--- src/hdl/collatz_stopping_time_sweep_unit_assert.svh ---
// Assertion macros for the Collatz sweep unit.
`ifndef COLLATZ_STOPPING_TIME_SWEEP_UNIT_ASSERT_SVH
`define COLLATZ_STOPPING_TIME_SWEEP_UNIT_ASSERT_SVH

// Asserts that an antecedent implies a consequent on the same edge.
`define CST_ASSERT_IMP(label, clk, rst, a, c) \
  label: assert property (@(posedge clk) disable iff (rst) (a) |-> (c)) \
    else $error("%m: implication failed");

// Asserts that an antecedent implies a consequent on the next edge.
`define CST_ASSERT_NEXT(label, clk, rst, a, c) \
  label: assert property (@(posedge clk) disable iff (rst) (a) |=> (c)) \
    else $error("%m: next-cycle implication failed");

`endif

--- src/hdl/cst_pkg.sv ---
package cst_pkg;
  localparam int START_BITS = 32;
  localparam int TRAJ_BITS  = 64;
  localparam int COUNT_BITS = 16;
  localparam int CFG_BITS   = 32;
  localparam int DIV_CNT_BITS = 6;
  localparam logic [2:0] MODE_ALL   = 3'd1;
  localparam logic [2:0] MODE_ODD   = 3'd2;
  localparam logic [2:0] MODE_EVEN  = 3'd3;
  localparam logic [2:0] MODE_POW2  = 3'd4;
  localparam logic [2:0] MODE_PRIME = 3'd5;
  localparam logic [2:0] MODE_MULT  = 3'd6;
  localparam logic [1:0] REG_MODE  = 2'd0;
  localparam logic [1:0] REG_LIMIT = 2'd1;
  localparam logic [1:0] REG_BASE  = 2'd2;
  // 3n+1 stays in range while n <= (max-1)/3.
  localparam logic [TRAJ_BITS-1:0] TRAJ_SAFE = ({TRAJ_BITS{1'b1}} - 1) / 3;

  typedef enum logic [3:0] {
    ST_IDLE, ST_CHECK, ST_DIV_START, ST_DIV_RUN, ST_DIV_EVAL, ST_TRAJ, ST_DONE, ST_OUT
  } state_t;

  typedef struct packed {
    logic load;       // capture input item
    logic div_start;  // start a division
    logic div_prime;  // divisor is the trial divisor, else the base
    logic trial_next; // advance trial divisor by two
    logic traj_init;
    logic traj_step;
    logic finish;     // update record, fill output register
  } cst_cmd_t;

  typedef struct packed {
    logic pre_reject;  // zero, too large, or basic filter failed
    logic need_prime;
    logic need_mult;
    logic div_busy;
    logic rem_zero;
    logic trial_over;  // d > n/d, trial division finished
    logic traj_done;   // reached 1 or overflowed
  } cst_sts_t;
endpackage

--- src/hdl/cst_divider.sv ---
module cst_divider import cst_pkg::*; (
  input  logic                  clk,
  input  logic                  rst,
  input  logic                  start,
  input  logic [START_BITS-1:0] dividend,
  input  logic [START_BITS-1:0] divisor,
  output logic                  busy,
  output logic [START_BITS-1:0] quotient,
  output logic [START_BITS-1:0] remainder
);
  // Restoring division, one quotient bit per cycle.
  logic [START_BITS-1:0] rem, quo, dsr;
  logic [DIV_CNT_BITS-1:0] cnt;
  logic [START_BITS:0] trial;

  assign trial = {rem, quo[START_BITS-1]} - {1'b0, dsr};

  always_ff @(posedge clk) begin
    if (rst) begin
      busy <= 1'b0;
      cnt  <= '0;
    end else if (start) begin
      busy <= 1'b1;
      cnt  <= DIV_CNT_BITS'(START_BITS);
    end else if (busy) begin
      cnt <= cnt - 1'b1;
      if (cnt == DIV_CNT_BITS'(1)) begin
        busy <= 1'b0;
      end
    end
  end

  always_ff @(posedge clk) begin
    if (start) begin
      rem <= '0;
      quo <= dividend;
      dsr <= divisor;
    end else if (busy) begin
      if (!trial[START_BITS]) begin
        rem <= trial[START_BITS-1:0];
        quo <= {quo[START_BITS-2:0], 1'b1};
      end else begin
        rem <= {rem[START_BITS-2:0], quo[START_BITS-1]};
        quo <= {quo[START_BITS-2:0], 1'b0};
      end
    end
  end

  assign quotient  = quo;
  assign remainder = rem;
endmodule

--- src/hdl/cst_datapath.sv ---
module cst_datapath import cst_pkg::*; (
  input  logic                  clk,
  input  logic                  rst,
  input  cst_cmd_t              cmd,
  output cst_sts_t              sts,
  input  logic [START_BITS-1:0] start_value,
  input  logic [2:0]            sweep_mode,
  input  logic [CFG_BITS-1:0]   upper_limit,
  input  logic [CFG_BITS-1:0]   multiple_base,
  output logic [START_BITS-1:0] value_out,
  output logic [COUNT_BITS-1:0] step_count,
  output logic                  overflow_flag,
  output logic [START_BITS-1:0] record_value,
  output logic [COUNT_BITS-1:0] record_count,
  output logic                  new_record
);
  logic [START_BITS-1:0] cand, trial_divisor;
  logic [TRAJ_BITS-1:0]  traj;
  logic [COUNT_BITS-1:0] steps;
  logic                  ovf;
  logic [START_BITS-1:0] record_start;
  logic [COUNT_BITS-1:0] record_steps;
  logic                  div_busy;
  logic [START_BITS-1:0] quo, rem;
  logic                  basic_ok;
  logic [COUNT_BITS-1:0] fin_count;
  logic                  fresh;

  cst_divider u_div (
    .clk(clk), .rst(rst), .start(cmd.div_start), .dividend(cand),
    .divisor(cmd.div_prime ? trial_divisor : multiple_base),
    .busy(div_busy), .quotient(quo), .remainder(rem)
  );

  always_comb begin
    unique case (sweep_mode)
      MODE_ALL:   basic_ok = 1'b1;
      MODE_ODD:   basic_ok = cand[0];
      MODE_EVEN:  basic_ok = !cand[0];
      MODE_POW2:  basic_ok = (cand & (cand - 1'b1)) == '0;
      MODE_PRIME: basic_ok = cand[0];
      MODE_MULT:  basic_ok = multiple_base != '0;
      default:    basic_ok = 1'b0;
    endcase
  end

  assign sts.pre_reject = (cand == '0) || (cand > upper_limit) || !basic_ok;
  assign sts.need_prime = sweep_mode == MODE_PRIME;
  assign sts.need_mult  = sweep_mode == MODE_MULT;
  assign sts.div_busy   = div_busy;
  assign sts.rem_zero   = rem == '0;
  assign sts.trial_over = trial_divisor > quo;
  assign sts.traj_done  = ovf || (traj == TRAJ_BITS'(1));

  always_ff @(posedge clk) begin
    if (cmd.load) begin
      cand          <= start_value;
      trial_divisor <= START_BITS'(3);
    end else if (cmd.trial_next) begin
      trial_divisor <= trial_divisor + START_BITS'(2);
    end
  end

  always_ff @(posedge clk) begin
    if (rst) begin
      traj  <= '0;
      steps <= '0;
      ovf   <= 1'b0;
    end else if (cmd.traj_init) begin
      traj  <= TRAJ_BITS'(cand);
      steps <= '0;
      ovf   <= 1'b0;
    end else if (cmd.traj_step) begin
      if (!traj[0]) begin
        traj <= traj >> 1;
      end else if (traj > TRAJ_SAFE) begin
        ovf <= 1'b1;
      end else begin
        traj <= (traj << 1) + traj + TRAJ_BITS'(1);
      end
      if ((!traj[0] || traj <= TRAJ_SAFE) && steps != {COUNT_BITS{1'b1}}) begin
        steps <= steps + 1'b1;
      end
    end
  end

  assign fin_count = ovf ? '0 : steps;
  assign fresh     = !ovf && (steps > record_steps);

  always_ff @(posedge clk) begin
    if (rst) begin
      record_start <= '0;
      record_steps <= '0;
    end else if (cmd.finish && fresh) begin
      record_start <= cand;
      record_steps <= steps;
    end
  end

  always_ff @(posedge clk) begin
    if (cmd.finish) begin
      value_out     <= cand;
      step_count    <= fin_count;
      overflow_flag <= ovf;
      record_value  <= fresh ? cand : record_start;
      record_count  <= fresh ? steps : record_steps;
      new_record    <= fresh;
    end
  end
endmodule

--- src/hdl/cst_ctrl.sv ---
module cst_ctrl import cst_pkg::*; (
  input  logic     clk,
  input  logic     rst,
  input  logic     in_fire,
  input  logic     out_fire,
  input  cst_sts_t sts,
  output cst_cmd_t cmd,
  output logic     in_ready,
  output logic     out_valid,
  output state_t   state
);
  state_t state_next;

  always_ff @(posedge clk) begin
    if (rst) begin
      state <= ST_IDLE;
    end else begin
      state <= state_next;
    end
  end

  always_comb begin
    state_next = state;
    unique case (state)
      ST_IDLE:  if (in_fire) state_next = ST_CHECK;
      ST_CHECK: begin
        priority if (sts.pre_reject) state_next = ST_IDLE;
        else if (sts.need_prime || sts.need_mult) state_next = ST_DIV_START;
        else state_next = ST_TRAJ;
      end
      ST_DIV_START: state_next = ST_DIV_RUN;
      ST_DIV_RUN:   if (!sts.div_busy) state_next = ST_DIV_EVAL;
      ST_DIV_EVAL: begin
        priority if (sts.need_mult) state_next = sts.rem_zero ? ST_TRAJ : ST_IDLE;
        else if (sts.trial_over) state_next = ST_TRAJ;
        else if (sts.rem_zero) state_next = ST_IDLE;
        else state_next = ST_DIV_START;
      end
      ST_TRAJ:  if (sts.traj_done) state_next = ST_DONE;
      ST_DONE:  state_next = ST_OUT;
      ST_OUT:   if (out_fire) state_next = ST_IDLE;
      default:  state_next = ST_IDLE;
    endcase
  end

  always_comb begin
    cmd       = '0;
    in_ready  = 1'b0;
    out_valid = 1'b0;
    unique case (state)
      ST_IDLE: begin
        in_ready = 1'b1;
        cmd.load = in_fire;
      end
      ST_CHECK: cmd.traj_init = 1'b1;
      ST_DIV_START: begin
        cmd.div_start = 1'b1;
        cmd.div_prime = sts.need_prime;
      end
      ST_DIV_EVAL: cmd.trial_next = sts.need_prime;
      ST_TRAJ: cmd.traj_step = !sts.traj_done;
      ST_DONE: cmd.finish = 1'b1;
      ST_OUT:  out_valid = 1'b1;
      default: cmd = '0;
    endcase
  end
endmodule

--- src/hdl/collatz_stopping_time_sweep_unit.sv ---
// Channel  | Direction | Payload
// s_axis   | in        | tdata[31:0] start_value
// m_axis   | out       | tdata[31:0] value_out, [47:32] step_count, [79:48] record_value,
//          |           |   [95:80] record_count; tuser[0] overflow_flag, [1] new_record
// cfg      | in        | cfg_index selects register, cfg_data value
// One item at a time. The filter check has its own state; mode 5 runs one serial division per odd
// trial divisor up to the square root, mode 6 a single division by the base. The trajectory
// then advances one Collatz step per cycle, and a done state fills the output register.
// Synchronous reset clears the state machine, record, trajectory and configuration registers to their reset values.
// A stalled result holds in the output register and the input stays not ready meanwhile.
`include "collatz_stopping_time_sweep_unit_assert.svh"
module collatz_stopping_time_sweep_unit import cst_pkg::*; (
  input  logic        clk,
  input  logic        rst,
  input  logic        s_axis_tvalid,
  output logic        s_axis_tready,
  input  logic [31:0] s_axis_tdata,   // start_value
  output logic        m_axis_tvalid,
  input  logic        m_axis_tready,
  output logic [95:0] m_axis_tdata,   // value_out, step_count, record_value, record_count
  output logic [1:0]  m_axis_tuser,   // overflow_flag, new_record
  input  logic        cfg_valid,
  output logic        cfg_ready,
  input  logic [1:0]  cfg_index,
  input  logic [31:0] cfg_data
);
  logic [2:0]            sweep_mode;
  logic [CFG_BITS-1:0]   upper_limit, multiple_base;
  cst_cmd_t              cmd;
  cst_sts_t              sts;
  state_t                state;
  logic                  in_fire, out_fire;
  logic [START_BITS-1:0] value_out, record_value;
  logic [COUNT_BITS-1:0] step_count, record_count;
  logic                  overflow_flag, new_record;

  assign cfg_ready = 1'b1;
  assign in_fire   = s_axis_tvalid && s_axis_tready;
  assign out_fire  = m_axis_tvalid && m_axis_tready;

  // Configuration registers; an index beyond the list is ignored.
  always_ff @(posedge clk) begin
    if (rst) begin
      sweep_mode    <= MODE_ALL;
      upper_limit   <= CFG_BITS'(1000);
      multiple_base <= CFG_BITS'(1);
    end else if (cfg_valid) begin
      unique case (cfg_index)
        REG_MODE:  sweep_mode    <= cfg_data[2:0];
        REG_LIMIT: upper_limit   <= cfg_data;
        REG_BASE:  multiple_base <= cfg_data;
        default:   sweep_mode    <= sweep_mode;
      endcase
    end
  end

  cst_ctrl u_ctrl (
    .clk(clk), .rst(rst), .in_fire(in_fire), .out_fire(out_fire), .sts(sts),
    .cmd(cmd), .in_ready(s_axis_tready), .out_valid(m_axis_tvalid), .state(state)
  );

  cst_datapath u_dp (
    .clk(clk), .rst(rst), .cmd(cmd), .sts(sts), .start_value(s_axis_tdata),
    .sweep_mode(sweep_mode), .upper_limit(upper_limit), .multiple_base(multiple_base),
    .value_out(value_out), .step_count(step_count), .overflow_flag(overflow_flag),
    .record_value(record_value), .record_count(record_count), .new_record(new_record)
  );

  assign m_axis_tdata = {record_count, record_value, step_count, value_out};
  assign m_axis_tuser = {new_record, overflow_flag};

  // A result never reports both overflow and a new record.
  `CST_ASSERT_IMP(a_ovf_no_rec, clk, rst, m_axis_tvalid, !(overflow_flag && new_record))
  // Input and output are never open together.
  `CST_ASSERT_IMP(a_excl, clk, rst, m_axis_tvalid, !s_axis_tready)
  // An accepted item always moves on to the filter check.
  `CST_ASSERT_NEXT(a_check, clk, rst, in_fire, state == ST_CHECK)
endmodule
--- config.mk ---
export PLATFORM = sky130hd
export DESIGN_NAME = collatz_stopping_time_sweep_unit
export DESIGN_NICKNAME = d
export VERILOG_FILES = /design/src/hdl/cst_pkg.sv /design/src/hdl/cst_divider.sv /design/src/hdl/cst_datapath.sv /design/src/hdl/cst_ctrl.sv /design/src/hdl/collatz_stopping_time_sweep_unit.sv
export VERILOG_INCLUDE_DIRS = /design/src /design/src/hdl
export SDC_FILE = /design/constraint.sdc
export NUM_CORES = 1
export LEC_CHECK = 0
export BUFFER_PORTS_ARGS = -buffer_cell sky130_fd_sc_hd__buf_2
export CAP_MARGIN = 20
export CORE_MARGIN = 2
export CORE_UTILIZATION = 60
export DETAILED_ROUTE_END_ITERATION = 10
export HOLD_SLACK_MARGIN = 0.02
export PLACE_DENSITY_LB_ADDON = 0.25
export SLEW_MARGIN = 20
export SYNTH_ARGS = -nofsm -noshare
export SYNTH_HDL_FRONTEND = slang
export SYNTH_SLANG_ARGS = --single-unit
--- constraint.sdc ---
create_clock -name clk -period 13.5 [get_ports clk]
set_input_delay 0.675 -clock clk [delete_from_list [all_inputs] [get_ports clk]]
set_output_delay 0.675 -clock clk [all_outputs]
set_load 0.02 [all_outputs]
==> flow_summary.yaml <==
run_status:
  status: "finished, final reports clean"
floorplanning:
  dieArea_um2: 48000
  fp.dieW_um: 219
  die_h_um: 219
  start_util_pct: 60.9
  core_um2: 45600
  fp-row-count: 78
  io_pins: 172
drt:
  drt_pass1_iterations: 5
  wl_per_cell_um: 21.2
  num_vias: 24000
  routed_via_density: 6.35
  drt.antenna.violating_nets: 0
  drt_wl_total_um: 80400
  first_iter_violations: 2328
  drc: 0
cells_and_area:
  fillers: 3635
  fin_cells: 3783
  final_area_um2: 30700
  area_growth_pct: 10.4
  final_net_count: 3454
  drive_above_1_share_pct: 12.2
logic_synthesis:
  synth_commonest_cells: "nand2_1 (323), dfxtp_1 (269), a21oi_1 (261), ha_1 (242), nor2_1 (231)"
  ys_warn_count: 0
  synth_top_area_cell: "edfxtp_1"
  synth_top_area_share_pct: 21.0
  syn_inst: 3046
  yosys.cell_types.count: 97
  synth_area_um2: 27800
  yosysSeqAreaShare_pct: 40.4
  syn-mean-instance-area_um2: 9.12
  synth-edff-count: 194
  yosysMostFrequentCell: "nand2_1"
  yosys_most_used_dff: "dfxtp_1"
  synth_nets: 3361
  async_flop_share_pct: 0
  netlist_top_cells_area: "edfxtp_1 (21%), dfxtp_1 (19%), ha_1 (11%)"
  ys_seq_elements: 463
clock_network:
  cts_buffers: 51
  cts_htree_levels: 2
  post-cts-setup-buffer-count: 0
  clock_latency_ns: 0.62
  clk_pin_slew_ns: 0.06
  cts_resized: 0
  clock_sinks: 463
  tritoncts: "yes"
  cts_hold_buf: 0
  cts-root-buf: "clkbuf_16"
  cts_max_path_buffers: 3
timing:
  grt_setup_unrepaired: "false"
  slew_headroom_pct: 29.2
  hold_slack_ns: 0.227
  setup_violations: 0
  drv_slew: 0
  fin_setup_tns_ns: 0
  period_share_pct: 32.6
  timing.fmax_ghz: 0.228
  worst_slew_pin_slew_ns: 1.06
  finalCriticalPeriod_ns: 4.39
  skew_ns: 0.0532
  hold_viol: 0
worst_setup_path:
  cpMaxStageDelayCell: "dfxtp_1"
  crit_fanout: 31
  cp.arrival_ns: 4.84
  crit_chain: "buf_4, inv_1, fa_1, nand2b_1, a21oi_1, o21ai_1, a211oi_1, o21ai_1, a21oi_1, a21oi_1, o31ai_1, and3_1, o22ai_1"
  cp-end-kind: "flip-flop"
  crit_top_cell: "a21oi_1"
  max_stage_delay_ns: 0.83
  worst-setup-path-type: "reg -> reg"
  required_ns: 13.94
  crit_path_start_kind: "flip-flop"
grt:
  grt_antenna_before_repair: 2
  grt_pass1_vias: 23600
  grt_overflow_total: 0
  grt_pass1_wl_um: 126000
  gr-usage-all-layers_pct: 33.2
  grt_max_degree: 84
power:
  power_leakage_nw: 12.3
  power_mw: 4.23
  ir_worst_vdd_mv: 0.158
  p_per_area_nw_per_um2: 138
placed_design:
  portBuffers: 170
  dp_hpwl_um: 56200
  place_congestion: 0.962
  placed_cell_area_um2: 28900
  numPlacedInstances: 3685
job:
  drv_cap: 0
hold_path:
  hp-class: "in -> reg"
-- report_power, final --
group          internal, mW  leakage [nW]  switching [mW]
Clock                 0.842         0.838           0.593
Sequential             1.56          3.98           0.155
Combinational         0.433          7.46           0.640
Total                  2.84          12.3            1.39
-- per-stage QoR --
| step | setup slack (ns) | util (%) |
|---|---|---|
| final | 9.11 | 67.3 |
| after global routing | 8.88 | 67.3 |
| after CTS | 9.19 | 67.3 |
| after detailed placement | 9.19 | 63.5 |
| after global placement | 9.25 | 63.4 |
| after floorplan | 9.04 | - |
-- critical path: cells and delay by family, from the launching register on --
| family | cells | cell delay [ns] |
|---|---|---|
| AO/OA/AOI/OAI | 8 | 1.94 |
| flip-flops | 1 | 0.83 |
| buffers and inverters | 2 | 0.61 |
| adder cells (fa/ha/maj) | 1 | 0.47 |
| AND/OR/NAND/NOR | 2 | 0.40 |
-- logic make-up after synthesis --
| group | Yosys count | synth area share (%) |
|---|---|---|
| muxes | 142 | 5.41 |
| buffers and inverters | 358 | 5.23 |
| AOI/OAI and AO/OA | 788 | 18.0 |
| xor gates and xnor gates | 122 | 3.87 |
| adders and majority gates | 247 | 11.2 |
| and+or+nand+nor | 925 | 15.9 |
| DFF | 463 | 40.4 |
| other | 1 | 0.0135 |
-- final cells by class --
type | count | area (um2) | share of cell area, %
repair buffers | 195 | 1050 | 3.42
well taps | 600 | 751 | 2.45
clock inverters | 30 | 350 | 1.14
diodes | 1 | 2.50 | 0.00816
multi-input cells | 2225 | 15200 | 49.4
flip-flops and latches | 463 | 11200 | 36.6
inverters | 203 | 762 | 2.48
clock buffers | 66 | 1380 | 4.51
-- state kept, by name (all words and copies together) (netlist names), 6 cells and up --
| name | flops |
|---|---|
| u_dp.record_count | 16 |
| multiple_base | 32 |
| u_dp.value_out | 32 |
| u_dp.record_steps | 16 |
| u_dp.traj | 64 |
| u_dp.steps | 16 |
| u_dp.trial_divisor | 31 |
| u_dp.u_div.quotient | 32 |
| u_dp.u_div.remainder | 32 |
| u_dp.u_div.dsr | 32 |
| u_dp.cand | 32 |
| u_dp.step_count | 16 |
| u_dp.record_value | 32 |
| upper_limit | 32 |
| u_dp.u_div.cnt | 6 |
| u_dp.record_start | 32 |
-- worst paths after layout --
path,from,end,slack (ns),cells after the start
max,u_dp.traj[0],u_dp.traj[63],9.11,13
max reg2reg,u_dp.traj[0],u_dp.traj[63],9.11,13
min,s_axis_tdata[12],u_dp.cand[12],0.23,1
min reg2reg,upper_limit[4],upper_limit[4],0.46,2
-- layout by cell type, fill, tap and decap left out, drive strengths merged, types with 8 or more instances in the layout --
cell type / Yosys / routed
o21a: 22 / 22
a21oi: 262 / 262
nand2: 324 / 324
clkbuf: 113 / 66
clkinv: 1 / 20
nand3: 49 / 49
a2111oi: 8 / 8
a21o: 76 / 76
nand3b: 14 / 14
edfxtp: 194 / 194
buf: 42 / 195
o31ai: 10 / 10
and2: 11 / 11
xnor2: 62 / 62
dfxtp: 269 / 269
nand4: 65 / 65
o21bai: 12 / 12
a31oi: 33 / 33
and3: 27 / 27
xor2: 60 / 60
a221oi: 24 / 24
o221ai: 24 / 24
nor2b: 36 / 36
inv: 202 / 204
nor3: 61 / 61
a211oi: 35 / 35
o21ai: 175 / 175
mux2: 66 / 66
ha: 242 / 242
or3: 19 / 19
a211o: 10 / 10
nor3b: 9 / 9
mux2i: 76 / 76
nand2b: 23 / 23
nor4: 31 / 31
o22ai: 12 / 12
o211ai: 29 / 29
nor2: 232 / 232
-- metal layers --
| layer | global-route usage, % | up-vias | wire length, um |
|---|---|---|---|
| met2 | 56.1 | 1019 | 38600 |
| met3 | 5.34 | 244 | 5940 |
| met1 | 41.3 | 11600 | 32100 |
| met5 | 0 | - | 0 |
| li1 | - | 11200 | - |
| met4 | 16.4 | 0 | 3740 |
Power figures use the tool's default switching activity.
